File: src/hdl/sged_pkg.sv
// Shared constants, word types and control structs for the semi-global edit distance block.
`timescale 1ns / 1ps

package sged_pkg;

  localparam int unsigned MAX_PATTERN = 32;
  localparam int unsigned MAX_TEXT    = 64;

  // pattern length / cell index width
  localparam int unsigned PLW = $clog2(MAX_PATTERN + 1);
  // score width, holds pattern length plus one
  localparam int unsigned SCW = $clog2(MAX_PATTERN + 2);
  // text position width
  localparam int unsigned TPW = $clog2(MAX_TEXT + 1);

  localparam int unsigned CFG_AW = 2;
  localparam int unsigned CFG_DW = 32;
  localparam int unsigned MAXW   = 6;

  localparam logic [CFG_AW-1:0] REG_MAX_EDIT_ADDR = CFG_AW'(0);
  localparam logic [MAXW-1:0]   MAX_EDIT_RESET    = MAXW'(2);

  localparam logic OP_PATTERN = 1'b0;
  localparam logic OP_TEXT    = 1'b1;

  typedef struct packed {
    logic       opcode;
    logic [7:0] symbol;
    logic       last;
  } in_word_t;

  typedef struct packed {
    logic [5:0] distance;
    logic       no_match;
    logic [6:0] end_position;
  } out_word_t;

  // text symbol travelling down the cell row
  typedef struct packed {
    logic           valid;
    logic           upd;
    logic           last;
    logic [7:0]     symbol;
    logic [SCW-1:0] left;
    logic [SCW-1:0] diag;
  } token_t;

  // pattern load / restart broadcast
  typedef struct packed {
    logic           restart;
    logic           wr;
    logic [PLW-1:0] idx;
    logic [PLW-1:0] len;
    logic [7:0]     symbol;
  } load_t;

endpackage

File: src/hdl/sged_cell.sv
// One DP cell: holds one pattern symbol and its row score, passes the wavefront on.
`timescale 1ns / 1ps

module sged_cell
  import sged_pkg::*;
(
  input  logic           clk_i,
  input  logic           rst_ni,
  input  logic [PLW-1:0] idx_i,
  input  logic [PLW-1:0] len_i,
  input  load_t          load_i,
  input  logic           adv_i,
  input  token_t         tok_i,
  output token_t         tok_o
);

  logic [7:0]     pat_q;
  logic [SCW-1:0] score_q, score_d;
  logic           fresh_q, fresh_d;
  token_t         tok_q, tok_d;
  logic [SCW-1:0] score_eff, m, v;
  logic           active;

  // a fresh cell reads as its row index
  assign score_eff = fresh_q ? SCW'(idx_i) : score_q;
  assign active    = tok_i.valid && tok_i.upd && (idx_i <= len_i);

  always_comb begin
    m = (score_eff < tok_i.left) ? score_eff : tok_i.left;
    m = (m < tok_i.diag) ? m : tok_i.diag;
    if (pat_q == tok_i.symbol) begin
      v = tok_i.diag;
    end else begin
      v = m + SCW'(1);
    end
  end

  always_comb begin
    tok_d      = tok_i;
    tok_d.diag = score_eff;
    tok_d.left = active ? v : tok_i.left;
    fresh_d    = fresh_q;
    score_d    = score_q;
    if (load_i.restart) begin
      fresh_d = 1'b1;
    end else if (adv_i && tok_i.valid) begin
      if (tok_i.last) begin
        fresh_d = 1'b1;
      end else if (active) begin
        fresh_d = 1'b0;
        score_d = v;
      end
    end
  end

  always_ff @(posedge clk_i or negedge rst_ni) begin
    if (!rst_ni) begin
      tok_q   <= '0;
      fresh_q <= 1'b1;
    end else begin
      fresh_q <= fresh_d;
      if (adv_i) begin
        tok_q <= tok_d;
      end
    end
  end

  always_ff @(posedge clk_i) begin
    score_q <= score_d;
    if (load_i.wr && (load_i.idx == idx_i)) begin
      pat_q <= load_i.symbol;
    end
  end

  assign tok_o = tok_q;

endmodule

File: src/hdl/sged_tail.sv
// End of the cell row: tracks the best last-row score and holds the result word.
`timescale 1ns / 1ps

module sged_tail
  import sged_pkg::*;
(
  input  logic            clk_i,
  input  logic            rst_ni,
  input  token_t          tok_i,
  input  load_t           load_i,
  input  logic [PLW-1:0]  len_i,
  input  logic [MAXW-1:0] max_i,
  output logic            adv_o,
  output logic            out_valid_o,
  input  logic            out_ready_i,
  output out_word_t       out_word_o
);

  logic [TPW-1:0] pos_q, pos_d, pos_n;
  logic [SCW-1:0] best_q, best_d, best_n;
  logic [TPW-1:0] end_q, end_d, end_n;
  logic           out_valid_q, out_valid_d;
  out_word_t      out_q, out_d;
  logic           blocked, emit, nm;

  // a final word cannot leave while the previous result is still held
  assign blocked = tok_i.valid && tok_i.last && out_valid_q && !out_ready_i;
  assign adv_o   = !blocked;
  assign emit    = tok_i.valid && tok_i.last && !blocked;

  always_comb begin
    pos_n  = pos_q;
    best_n = best_q;
    end_n  = end_q;
    if (tok_i.upd) begin
      pos_n = pos_q + TPW'(1);
      if (tok_i.left < best_q) begin
        best_n = tok_i.left;
        end_n  = pos_q + TPW'(1);
      end
    end
    nm = 32'(best_n) > 32'(max_i);
  end

  always_comb begin
    pos_d       = pos_q;
    best_d      = best_q;
    end_d       = end_q;
    out_d       = out_q;
    out_valid_d = out_valid_q && !out_ready_i;
    if (load_i.restart) begin
      pos_d  = '0;
      best_d = SCW'(load_i.len) + SCW'(1);
      end_d  = '0;
    end else if (tok_i.valid && !blocked) begin
      pos_d  = pos_n;
      best_d = best_n;
      end_d  = end_n;
      if (tok_i.last) begin
        pos_d                = '0;
        best_d               = SCW'(len_i) + SCW'(1);
        end_d                = '0;
        out_valid_d          = 1'b1;
        out_d.no_match       = nm;
        out_d.distance       = nm ? 6'd0 : 6'(best_n);
        out_d.end_position   = nm ? 7'd0 : 7'(end_n);
      end
    end
  end

  always_ff @(posedge clk_i or negedge rst_ni) begin
    if (!rst_ni) begin
      pos_q       <= '0;
      best_q      <= SCW'(1);
      end_q       <= '0;
      out_valid_q <= 1'b0;
    end else begin
      pos_q       <= pos_d;
      best_q      <= best_d;
      end_q       <= end_d;
      out_valid_q <= out_valid_d;
    end
  end

  always_ff @(posedge clk_i) begin
    if (emit) begin
      out_q <= out_d;
    end
  end

  assign out_valid_o = out_valid_q;
  assign out_word_o  = out_q;

endmodule

File: src/hdl/semi_global_edit_distance.sv
// Top level: pattern load control, systolic row of DP cells, result tail and register port.
`timescale 1ns / 1ps
// A text word passes through the registers of all MAX_PATTERN cells, then the result
//   register; the result appears only for a final text word.
// Throughput: one text word per cycle while no held result stalls the row, set by the cells advancing in lockstep.
// A pattern word is taken only once the cell row is empty.
// Reset: asynchronous, active low; clears pattern length, text state and the
//   threshold register (back to 2); pattern symbols are undefined until loaded.

module semi_global_edit_distance
  import sged_pkg::*;
(
  input  logic              clk_i,
  input  logic              rst_ni,
  // input words
  input  logic              in_valid_i,
  output logic              in_ready_o,
  input  in_word_t          in_word_i,
  // result words
  output logic              out_valid_o,
  input  logic              out_ready_i,
  output out_word_t         out_word_o,
  // register port
  input  logic              psel,
  input  logic              penable,
  input  logic              pwrite,
  input  logic [CFG_AW-1:0] paddr,
  input  logic [CFG_DW-1:0] pwdata,
  output logic [CFG_DW-1:0] prdata,
  output logic              pready
);

  // ---------------------------------------------------------------------------
  // Threshold register. Only the aligned address decodes; anything else is
  // dropped on write and reads as zero.
  // ---------------------------------------------------------------------------
  logic [MAXW-1:0] max_q;
  logic            cfg_wr;

  assign pready = 1'b1;
  assign cfg_wr = psel && penable && pwrite && (paddr == REG_MAX_EDIT_ADDR);
  assign prdata = (paddr == REG_MAX_EDIT_ADDR) ? CFG_DW'(max_q) : '0;

  always_ff @(posedge clk_i or negedge rst_ni) begin
    if (!rst_ni) begin
      max_q <= MAX_EDIT_RESET;
    end else if (cfg_wr) begin
      max_q <= pwdata[MAXW-1:0];
    end
  end

  // ---------------------------------------------------------------------------
  // Input control: pattern length, closed flag and text counter at entry.
  // ---------------------------------------------------------------------------
  logic [PLW-1:0] len_q, len_d, eff_len;
  logic           closed_q, closed_d;
  logic [TPW-1:0] cnt_q, cnt_d;
  logic           adv, busy, acc_pat, acc_txt, upd;
  load_t          load;
  token_t         tok [MAX_PATTERN+1];

  // row must drain before a pattern word reinitialises the cells
  always_comb begin
    busy = 1'b0;
    for (int i = 1; i <= MAX_PATTERN; i++) begin
      busy = busy | tok[i].valid;
    end
  end

  assign in_ready_o = (in_word_i.opcode == OP_TEXT) ? adv : !busy;
  assign acc_pat    = in_valid_i && in_ready_o && (in_word_i.opcode == OP_PATTERN);
  assign acc_txt    = in_valid_i && in_ready_o && (in_word_i.opcode == OP_TEXT);
  assign eff_len    = closed_q ? '0 : len_q;
  assign upd        = cnt_q < TPW'(MAX_TEXT);

  always_comb begin
    len_d       = len_q;
    closed_d    = closed_q;
    cnt_d       = cnt_q;
    load        = '0;
    load.symbol = in_word_i.symbol;
    if (acc_pat) begin
      // a closed pattern restarts; overflow symbols are dropped
      len_d = eff_len;
      if (eff_len < PLW'(MAX_PATTERN)) begin
        load.wr  = 1'b1;
        load.idx = eff_len + PLW'(1);
        len_d    = eff_len + PLW'(1);
      end
      load.restart = 1'b1;
      load.len     = len_d;
      closed_d     = in_word_i.last;
      cnt_d        = '0;
    end else if (acc_txt) begin
      closed_d = 1'b1;
      if (in_word_i.last) begin
        cnt_d = '0;
      end else if (upd) begin
        cnt_d = cnt_q + TPW'(1);
      end
    end
  end

  always_ff @(posedge clk_i or negedge rst_ni) begin
    if (!rst_ni) begin
      len_q    <= '0;
      closed_q <= 1'b0;
      cnt_q    <= '0;
    end else begin
      len_q    <= len_d;
      closed_q <= closed_d;
      cnt_q    <= cnt_d;
    end
  end

  // word entering the first cell: row 0 is always zero, so left and diag are 0
  always_comb begin
    tok[0]        = '0;
    tok[0].valid  = acc_txt;
    tok[0].upd    = upd;
    tok[0].last   = in_word_i.last;
    tok[0].symbol = in_word_i.symbol;
  end

  // ---------------------------------------------------------------------------
  // Cell row. Cell j computes row j of the column from the token registered by cell j-1.
  // Cells beyond the pattern length pass the left score through, so the last
  // cell delivers the full-pattern row. A final word resets each cell behind it.
  // ---------------------------------------------------------------------------
  for (genvar g = 0; g < MAX_PATTERN; g++) begin : g_cell
    sged_cell u_cell (
      .clk_i  (clk_i),
      .rst_ni (rst_ni),
      .idx_i  (PLW'(g + 1)),
      .len_i  (len_q),
      .load_i (load),
      .adv_i  (adv),
      .tok_i  (tok[g]),
      .tok_o  (tok[g+1])
    );
  end

  // ---------------------------------------------------------------------------
  // Tail: running minimum, first position reaching it, result register.
  // Stalls the whole row when a final word meets a full result register.
  // ---------------------------------------------------------------------------
  sged_tail u_tail (
    .clk_i       (clk_i),
    .rst_ni      (rst_ni),
    .tok_i       (tok[MAX_PATTERN]),
    .load_i      (load),
    .len_i       (len_q),
    .max_i       (max_q),
    .adv_o       (adv),
    .out_valid_o (out_valid_o),
    .out_ready_i (out_ready_i),
    .out_word_o  (out_word_o)
  );

endmodule

File: config.mk
export PLATFORM = sky130hd
export DESIGN_NAME = semi_global_edit_distance
export DESIGN_NICKNAME = d
export VERILOG_FILES = /design/src/hdl/sged_pkg.sv /design/src/hdl/sged_cell.sv /design/src/hdl/sged_tail.sv /design/src/hdl/semi_global_edit_distance.sv
export SDC_FILE = /design/constraint.sdc
export NUM_CORES = 2
export LEC_CHECK = 0
export BUFFER_PORTS_ARGS = -buffer_cell sky130_fd_sc_hd__buf_2
export CAP_MARGIN = 20
export CORE_MARGIN = 1.5
export CORE_UTILIZATION = 55
export CTS_CLUSTER_DIAMETER = 200
export DETAILED_ROUTE_END_ITERATION = 16
export MAX_ROUTING_LAYER = met4
export PLACE_DENSITY_LB_ADDON = 0.15
export SETUP_SLACK_MARGIN = 0.5
export SYNTH_ARGS = -nofsm -noshare
export SYNTH_HDL_FRONTEND = slang
export SYNTH_SLANG_ARGS = --single-unit
File: constraint.sdc
create_clock -name clk_i -period 13.9 [get_ports clk_i]
set_input_delay 1.39 -clock clk_i [delete_from_list [all_inputs] [get_ports clk_i]]
set_output_delay 1.39 -clock clk_i [all_outputs]
set_load 0.01 [all_outputs]
# ---- Word-level counts from Yosys, hierarchy flattened
# Cells that the tools add are included.
dict set report totals {
  word_cells 1159
  input_bits 51
  regBits 1257
  out_inout_bits 49
}
dict set report op_classes {
  eq_ne 64
  add_sub_neg 37
  order_cmp 100
  muxes 317
  reduce_logical 279
  n_bitwise 65
}
# op count
set op_table {}
lappend op_table {{6-bit two-way mux} 168}
lappend op_table {{6-bit < comparator} 63}
lappend op_table {{8-bit == test} 32}
lappend op_table {{6-bit by 1-bit adder with 6-bit output, second input constant} 35}
lappend op_table {{1-bit logical AND} 140}
lappend op_table {{1-bit two-way mux} 134}
lappend op_table {{4-bit AND reduction} 33}
lappend op_table {{3-bit nonzero test} 34}
lappend op_table {{7-bit two-way mux} 14}
lappend op_table {{6-bit by 5-bit == test with 1-bit output, second input constant} 16}
lappend op_table {{5-bit by 6-bit <= comparator with 1-bit output, first input constant} 16}
lappend op_table {{2-bit AND reduction} 34}
lappend op_table {{2-bit nonzero test} 34}
lappend op_table {{6-bit by 4-bit == test with 1-bit output, second input constant} 8}
lappend op_table {{4-bit by 6-bit <= comparator with 1-bit output, first input constant} 8}
lappend op_table {{1-bit inverter} 34}
lappend op_table {{1-bit bitwise OR} 31}
lappend op_table {{6-bit by 3-bit == test with 1-bit output, second input constant} 4}
lappend op_table {{3-bit by 6-bit <= comparator with 1-bit output, first input constant} 4}
lappend op_table {{7-bit by 1-bit adder with 7-bit output, second input constant} 2}
lappend op_table {{14-bit two-way mux} 1}
lappend op_table {{6-bit by 2-bit == test with 1-bit output, second input constant} 2}
lappend op_table {{2-bit by 6-bit <= comparator with 1-bit output, first input constant} 2}
lappend op_table {{6-bit by 1-bit < comparator with 1-bit output, second input constant} 2}
lappend op_table {{other kinds (9)} 11}

# ---- Longest topological paths before layout
dict set report depth {
  word_depth 41
  depth_mapped 25
  ltp_nobuf 23
}

# ---- By module
# A second synthesis with hierarchy kept.
dict set report hier_totals {
  hier_cells 9134
  area_unflattened_um2 87620.3
}
# module seq_area_each_um2 cells_per_inst n_inst area_each_um2
set by_module_without_submodules {}
lappend by_module_without_submodules {{sged_cell (g_cell[0].u_cell ...)} 1022.2 274 31 2626.3}
lappend by_module_without_submodules {{sged_cell (g_cell[9].u_cell)} 1022.2 257 1 2572.5}
lappend by_module_without_submodules {sged_tail 947.2 213 1 2165.8}
lappend by_module_without_submodules {semi_global_edit_distance 501.7 170 1 1467.7}

# ---- Worst setup path after synthesis
# Ideal clock, no wire load.
dict set report synth_path {
  path_type {reg-to-reg}
  start {register g_cell[25].u_cell.fresh_q}
  end {register g_cell[25].u_cell.tok_q (netlist bit g_cell[25].u_cell.tok_o[10])}
  n_path_buf 3
  t_arrival_ns 4.664
  period_less_slack_ns 4.798
  setup_ns 0.133
  t_required_ns 13.767
  stages_incl_launch_ff 22
  setup_slack_ns 9.102
  path_cell_list {dfstp_2 > clkbuf_1 > nor2b_1 > ha_1 > a21oi_1 > o21ai_0 > o22ai_1 > buf_2 > mux2_2 > ha_1 > and4_1 > o21ai_0 > and2_1 > a41oi_1 > buf_2 > mux2_2 > ha_1 > nand3_1 > or4b_2 > o221a_2 > a21oi_1 > o21ai_0}
}
dict set report synth_between {
  elab_chain_cells 8
}
# item line_no
set synth_lines {}
lappend synth_lines {{start: declaration} sged_cell.sv:19} ;# logic fresh_q, fresh_d;
lappend synth_lines {{start signal: assignment} sged_cell.sv:61} ;# fresh_q <= fresh_d;
lappend synth_lines {{6-bit two-way mux *} sged_cell.sv:25} ;# assign score_eff = fresh_q ? SCW'(idx_i) : score_q;
lappend synth_lines {{via g_cell[25].u_cell.score_eff[2]} sged_cell.sv:21} ;# logic [SCW-1:0] score_eff, m, v;
lappend synth_lines {{6-bit < comparator} sged_cell.sv:29} ;# m = (score_eff < tok_i.left) ? score_eff : tok_i.left;
lappend synth_lines {{6-bit two-way mux *} sged_cell.sv:29}
lappend synth_lines {{6-bit < comparator} sged_cell.sv:30} ;# m = (m < tok_i.diag) ? m : tok_i.diag;
lappend synth_lines {{6-bit two-way mux *} sged_cell.sv:30}
lappend synth_lines {{6-bit by 1-bit adder with 6-bit output *} sged_cell.sv:34} ;# v = m + SCW'(1);
lappend synth_lines {{6-bit two-way mux *} sged_cell.sv:31} ;# if (pat_q == tok_i.symbol) begin
lappend synth_lines {{via g_cell[25].u_cell.v[4]} sged_cell.sv:21}
lappend synth_lines {{6-bit two-way mux *} sged_cell.sv:41} ;# tok_d.left = active ? v : tok_i.left;
lappend synth_lines {{end signal: assignment} sged_cell.sv:63} ;# tok_q <= tok_d;
lappend synth_lines {{end: declaration} sged_cell.sv:20} ;# token_t tok_q, tok_d;
# Mark *: on every way through the listed nets, which the timed path passes. The rest lies on a longest branch.
# A chain may end at the register's enable or synchronous reset.

# ---- Worst setup path in the final report
dict set report layout_path {
  start {register g_cell[13].u_cell.fresh_q}
  end {register g_cell[13].u_cell.tok_q (netlist bit g_cell[13].u_cell.tok_o[10])}
}
dict set report layout_between {
  elab_chain_cells 8
}
# item line_no
set layout_lines {}
lappend layout_lines {{start: declaration} sged_cell.sv:19}
lappend layout_lines {{start signal: assignment} sged_cell.sv:61}
lappend layout_lines {{6-bit two-way mux *} sged_cell.sv:25}
lappend layout_lines {{6-bit < comparator} sged_cell.sv:29}
lappend layout_lines {{6-bit two-way mux *} sged_cell.sv:29}
lappend layout_lines {{6-bit < comparator} sged_cell.sv:30}
lappend layout_lines {{6-bit two-way mux *} sged_cell.sv:30}
lappend layout_lines {{6-bit by 1-bit adder with 6-bit output *} sged_cell.sv:34}
lappend layout_lines {{6-bit two-way mux *} sged_cell.sv:31}
lappend layout_lines {{via g_cell[13].u_cell.v[4]} sged_cell.sv:21}
lappend layout_lines {{6-bit two-way mux *} sged_cell.sv:41}
lappend layout_lines {{end signal: assignment} sged_cell.sv:63}
lappend layout_lines {{end: declaration} sged_cell.sv:20}
# Marks and branches as above.

==> results.sh <==
export IMPL_status="complete, no violations"
export IMPL_ys_seq_area_share_pct=46.84
export IMPL_finClkSkew_ns=0.02461
export IMPL_min_from="g_cell[10].u_cell.tok_o[6]$_DFFE_PN0N_"
export IMPL_hold_path_class="reg -> reg"
export IMPL_io_pins=100
export IMPL_clock_sinks=1242
export IMPL_post_cts_buffers=0
export IMPL_std_cell_rows=131
export IMPL_slew_limit_headroom_pct=26.93
export IMPL_cp_top_family="compound AO/OA/AOI/OAI gates"
export IMPL_cts_tree="yes"
export IMPL_root_buffer="clkbuf_16"
export IMPL_synth_top_area_share_pct=26.35
export IMPL_synthSimpleGateAreaFrac_pct=19.53
export IMPL_arrival_ns=6.56
export IMPL_firstDrtPassIters=6
export IMPL_cts_max_path_buffers=3
export IMPL_worstPathRequired_ns=14.52
export IMPL_ys_warn_count=0
export IMPL_synthArstFlopShare_pct=63.20
export IMPL_area_growth_syn_to_layout_pct=8.707
export IMPL_drc=0
export IMPL_busiest_layer="met2"
export IMPL_synthCells=7791
export IMPL_path_clk_slew_ns=0.06
export IMPL_reg2reg_from="g_cell[13].u_cell.fresh_q$_DFFE_PN1P_"
export IMPL_crit_path_end_kind="flop"
export IMPL_netlist_area_um2=71330
export IMPL_synthMuxAreaShare_pct=3.643
export IMPL_worstSetupStartpointType="flop"
export IMPL_core_um2=128200
export IMPL_grt_pass1_wl_um=298300
export IMPL_finalHoldViolations=0
export IMPL_synth_xor_xnor_area_share_pct=3.929
export IMPL_final_cell_mix="nand2_1 (1,681), dfrtp_1 (751), o21ai_0 (545)"
export IMPL_fin_tns_setup_ns=0
export IMPL_track_usage_pct=28.96
export IMPL_max_stage_delay_ns=0.78
export IMPL_min_period_ns=5.938
export IMPL_dp_hpwl_um=131900
export IMPL_netlist_top_cells_area="dfrtp_1 (26%), edfxtp_1 (19%), nand2_1 (8.8%)"
export IMPL_viasPerCell=5.898
export IMPL_synth_flop_cell="dfrtp_1"
export IMPL_worstSetupPathType="reg -> reg"
export IMPL_slew_viol_final=0
export IMPL_rsz0062_at_grt="no"
export IMPL_avgSynthCellArea_um2=9.156
export IMPL_antenna_found_initial=3
export IMPL_synth_seq_cells=1242
export IMPL_grt_pass1_vias=54070
export IMPL_vdd_ir_drop_max_v=0.0001300
export IMPL_routed_wl_um=185400
export IMPL_clk_latency_ns=0.79
export IMPL_finalCritPeriodShare_pct=42.72
export IMPL_drt_iter0_markers=4448
export IMPL_die_w_um=363.1
export IMPL_critPathSlowestCell="a41oi_1"
export IMPL_worstPathMaxFanout=13
export IMPL_reg2reg_to="g_cell[13].u_cell.tok_o[10]$_DFFE_PN0N_"
export IMPL_dpl_cell_area_um2=72950
export IMPL_yosysUniqueCellTypes=118
export IMPL_r2r_slack_ns=7.96
export IMPL_htree_levels=4
export IMPL_io_buffers=46
export IMPL_grt_util_met3_pct=3.554
export IMPL_post_cts_resized=0
export IMPL_detail_route_antenna_nets=0
export IMPL_cts_buffers=136
export IMPL_tightest_slew_ns=1.096
export IMPL_reg2regPathDepth=18
export IMPL_hold_buffers=0
export IMPL_hold_end="g_cell[10].u_cell.tok_o[6]$_DFFE_PN0N_"
export IMPL_gp_congestion=0.9137
export IMPL_wire_per_inst_um=19.35
export IMPL_cap_violations=0
export IMPL_gr_total_overflow=0
export IMPL_die_y_um=363.1
export IMPL_max_freq_mhz=168.4
export IMPL_whs_path_depth=2
export IMPL_synth_adder_area_share_pct=6.139
export IMPL_synth_edf_count=457
export IMPL_start_util_pct=55.65
export IMPL_setup_viol=0
export IMPL_die_area_um2=131900
export IMPL_synth_area_leader_cell="dfrtp_1"
export IMPL_fin_nets=8142
export IMPL_crit_chain="or2_2 -> ha_1 -> or4_1 -> o22ai_1 -> mux2_2 -> ha_1 -> and4_1 -> o21ai_0 -> and2_1 -> a41oi_1 -> mux2_2 -> ha_1 -> nand3_1 -> a211oi_1 -> o21ai_0 -> o221ai_1 -> mux2i_1 -> o21ai_0"
export IMPL_via_count=56530
export IMPL_critPathBufInv=0
export IMPL_use_met2_pct=44.57
export IMPL_synth_top_family_by_area="simple AND/OR/NAND/NOR gates"
export IMPL_grt_max_degree=213
export IMPL_synth_compound_area_share_pct=15.46
export IMPL_leakagePower_nw=33.03
export IMPL_met1_usage_pct=40.77
export IMPL_final_area_um2=77540
export IMPL_drive_gt1_share_pct=7.601
export IMPL_final_common_cell="nand2_1"
export IMPL_cellPowerDensity_nw_per_um2=128.5
[logic make-up (layout without fill, tap and decap cells)]
kind of cell             count (synthesis)  count (layout)
AND/OR/NAND/NOR                       3118            3118
AO/OA/AOI/OAI                         1709            1709
flip-flops                            1242            1242
buffers and inverters                  803             837
adder cells (fa/ha/maj)                350             350
XOR/XNOR                               320             320
multiplexers                           247             247
other                                    2              32
[per-layer routing]
layer	wire length (um)	part of all wire (%)
met1	87380	47
met2	85190	46
met3	9011	4.9
met4	3837	2.1
met5	0	0
[power breakdown]
part           total, mW  switching [mW]  internal (mW)
Sequential          4.44           0.315           4.13
Combinational       1.86            1.12          0.739
Clock               3.66            1.55           2.12
[registers in the layout, summed over array words and instances (netlist names)]
name / count
g_cell.u_cell.tok_o: 712
u_tail.out_word_o: 14
u_tail.best_q: 6
u_tail.out_valid_o: 1
len_q: 6
g_cell.u_cell.score_q: 187
g_cell.u_cell.pat_q: 256
u_tail.end_q: 7
closed_q: 1
cnt_q: 7
max_q: 6
g_cell.u_cell.fresh_q: 32
u_tail.pos_q: 7
[synth_stat cells (all sizes together), types with 31 or more instances]
| cell | n |
|---|---|
| nor2 | 497 |
| dfstp | 34 |
| buf | 85 |
| nand2 | 1681 |
| ha | 350 |
| a21oi | 388 |
| edfxtp | 457 |
| mux2 | 95 |
| o21a | 75 |
| dfrtp | 751 |
| inv | 485 |
| and3 | 51 |
| a31oi | 49 |
| nor4 | 111 |
| xor2 | 221 |
| a21o | 68 |
| o21ai | 587 |
| a211oi | 57 |
| o22ai | 49 |
| and2 | 32 |
| clkbuf | 232 |
| mux2i | 152 |
| nand4 | 74 |
| xnor2 | 99 |
| nor3 | 126 |
| nand2b | 44 |
| or2 | 69 |
| a31o | 31 |
| nor2b | 110 |
| nand3 | 198 |
| o211ai | 65 |
[worst max path at each step]
stage                                                      from                                 endpoint  cells after the start
final                     g_cell[13].u_cell.fresh_q$_DFFE_PN1P_  g_cell[13].u_cell.tok_o[10]$_DFFE_PN0N_                     18
after global routing      g_cell[13].u_cell.fresh_q$_DFFE_PN1P_  g_cell[13].u_cell.tok_o[10]$_DFFE_PN0N_                     18
after CTS                 g_cell[13].u_cell.fresh_q$_DFFE_PN1P_  g_cell[13].u_cell.tok_o[10]$_DFFE_PN0N_                     18
after detailed placement  g_cell[13].u_cell.fresh_q$_DFFE_PN1P_  g_cell[13].u_cell.tok_o[10]$_DFFE_PN0N_                     18
after global placement    g_cell[13].u_cell.fresh_q$_DFFE_PN1P_  g_cell[13].u_cell.tok_o[10]$_DFFE_PN0N_                     18
after floorplan           g_cell[25].u_cell.fresh_q$_DFFE_PN1P_  g_cell[25].u_cell.tok_o[10]$_DFFE_PN0N_                     21
[tightest hold or removal path: cells and delay by family, from the launching register on]
family          cells  cell delay (ns)
compound gates      1             0.06
flops               1             0.34
simple gates        1             0.05
[final cells by class]
cell class	count	area [um^2]
clock buffer	196	3809
sequential	1242	33410
antenna	1	2.502
clock inverter	55	713.2
inverter	486	1824
timing repair buffer	100	726.9
tap	1729	2163
multi-input combinational	5775	34890
fill	11190	50630
[metrics by stage]
stage               total power, mW  worst slack, ns  hold slack (ns)  utilization [%]  instances
global placement              6.276            8.062           0.4680            56.91       9327
detailed placement            6.335            8.071           0.4751            56.91       9327
global route                  10.44            7.493           0.4991            60.50       9584
CTS                           10.01            8.031           0.4886            60.44       9578
floorplan                     5.786            9.102           0.4415                -       7820
finish                        9.966            7.962           0.4853            60.50       9584
(Power assumes the default switching activity.)
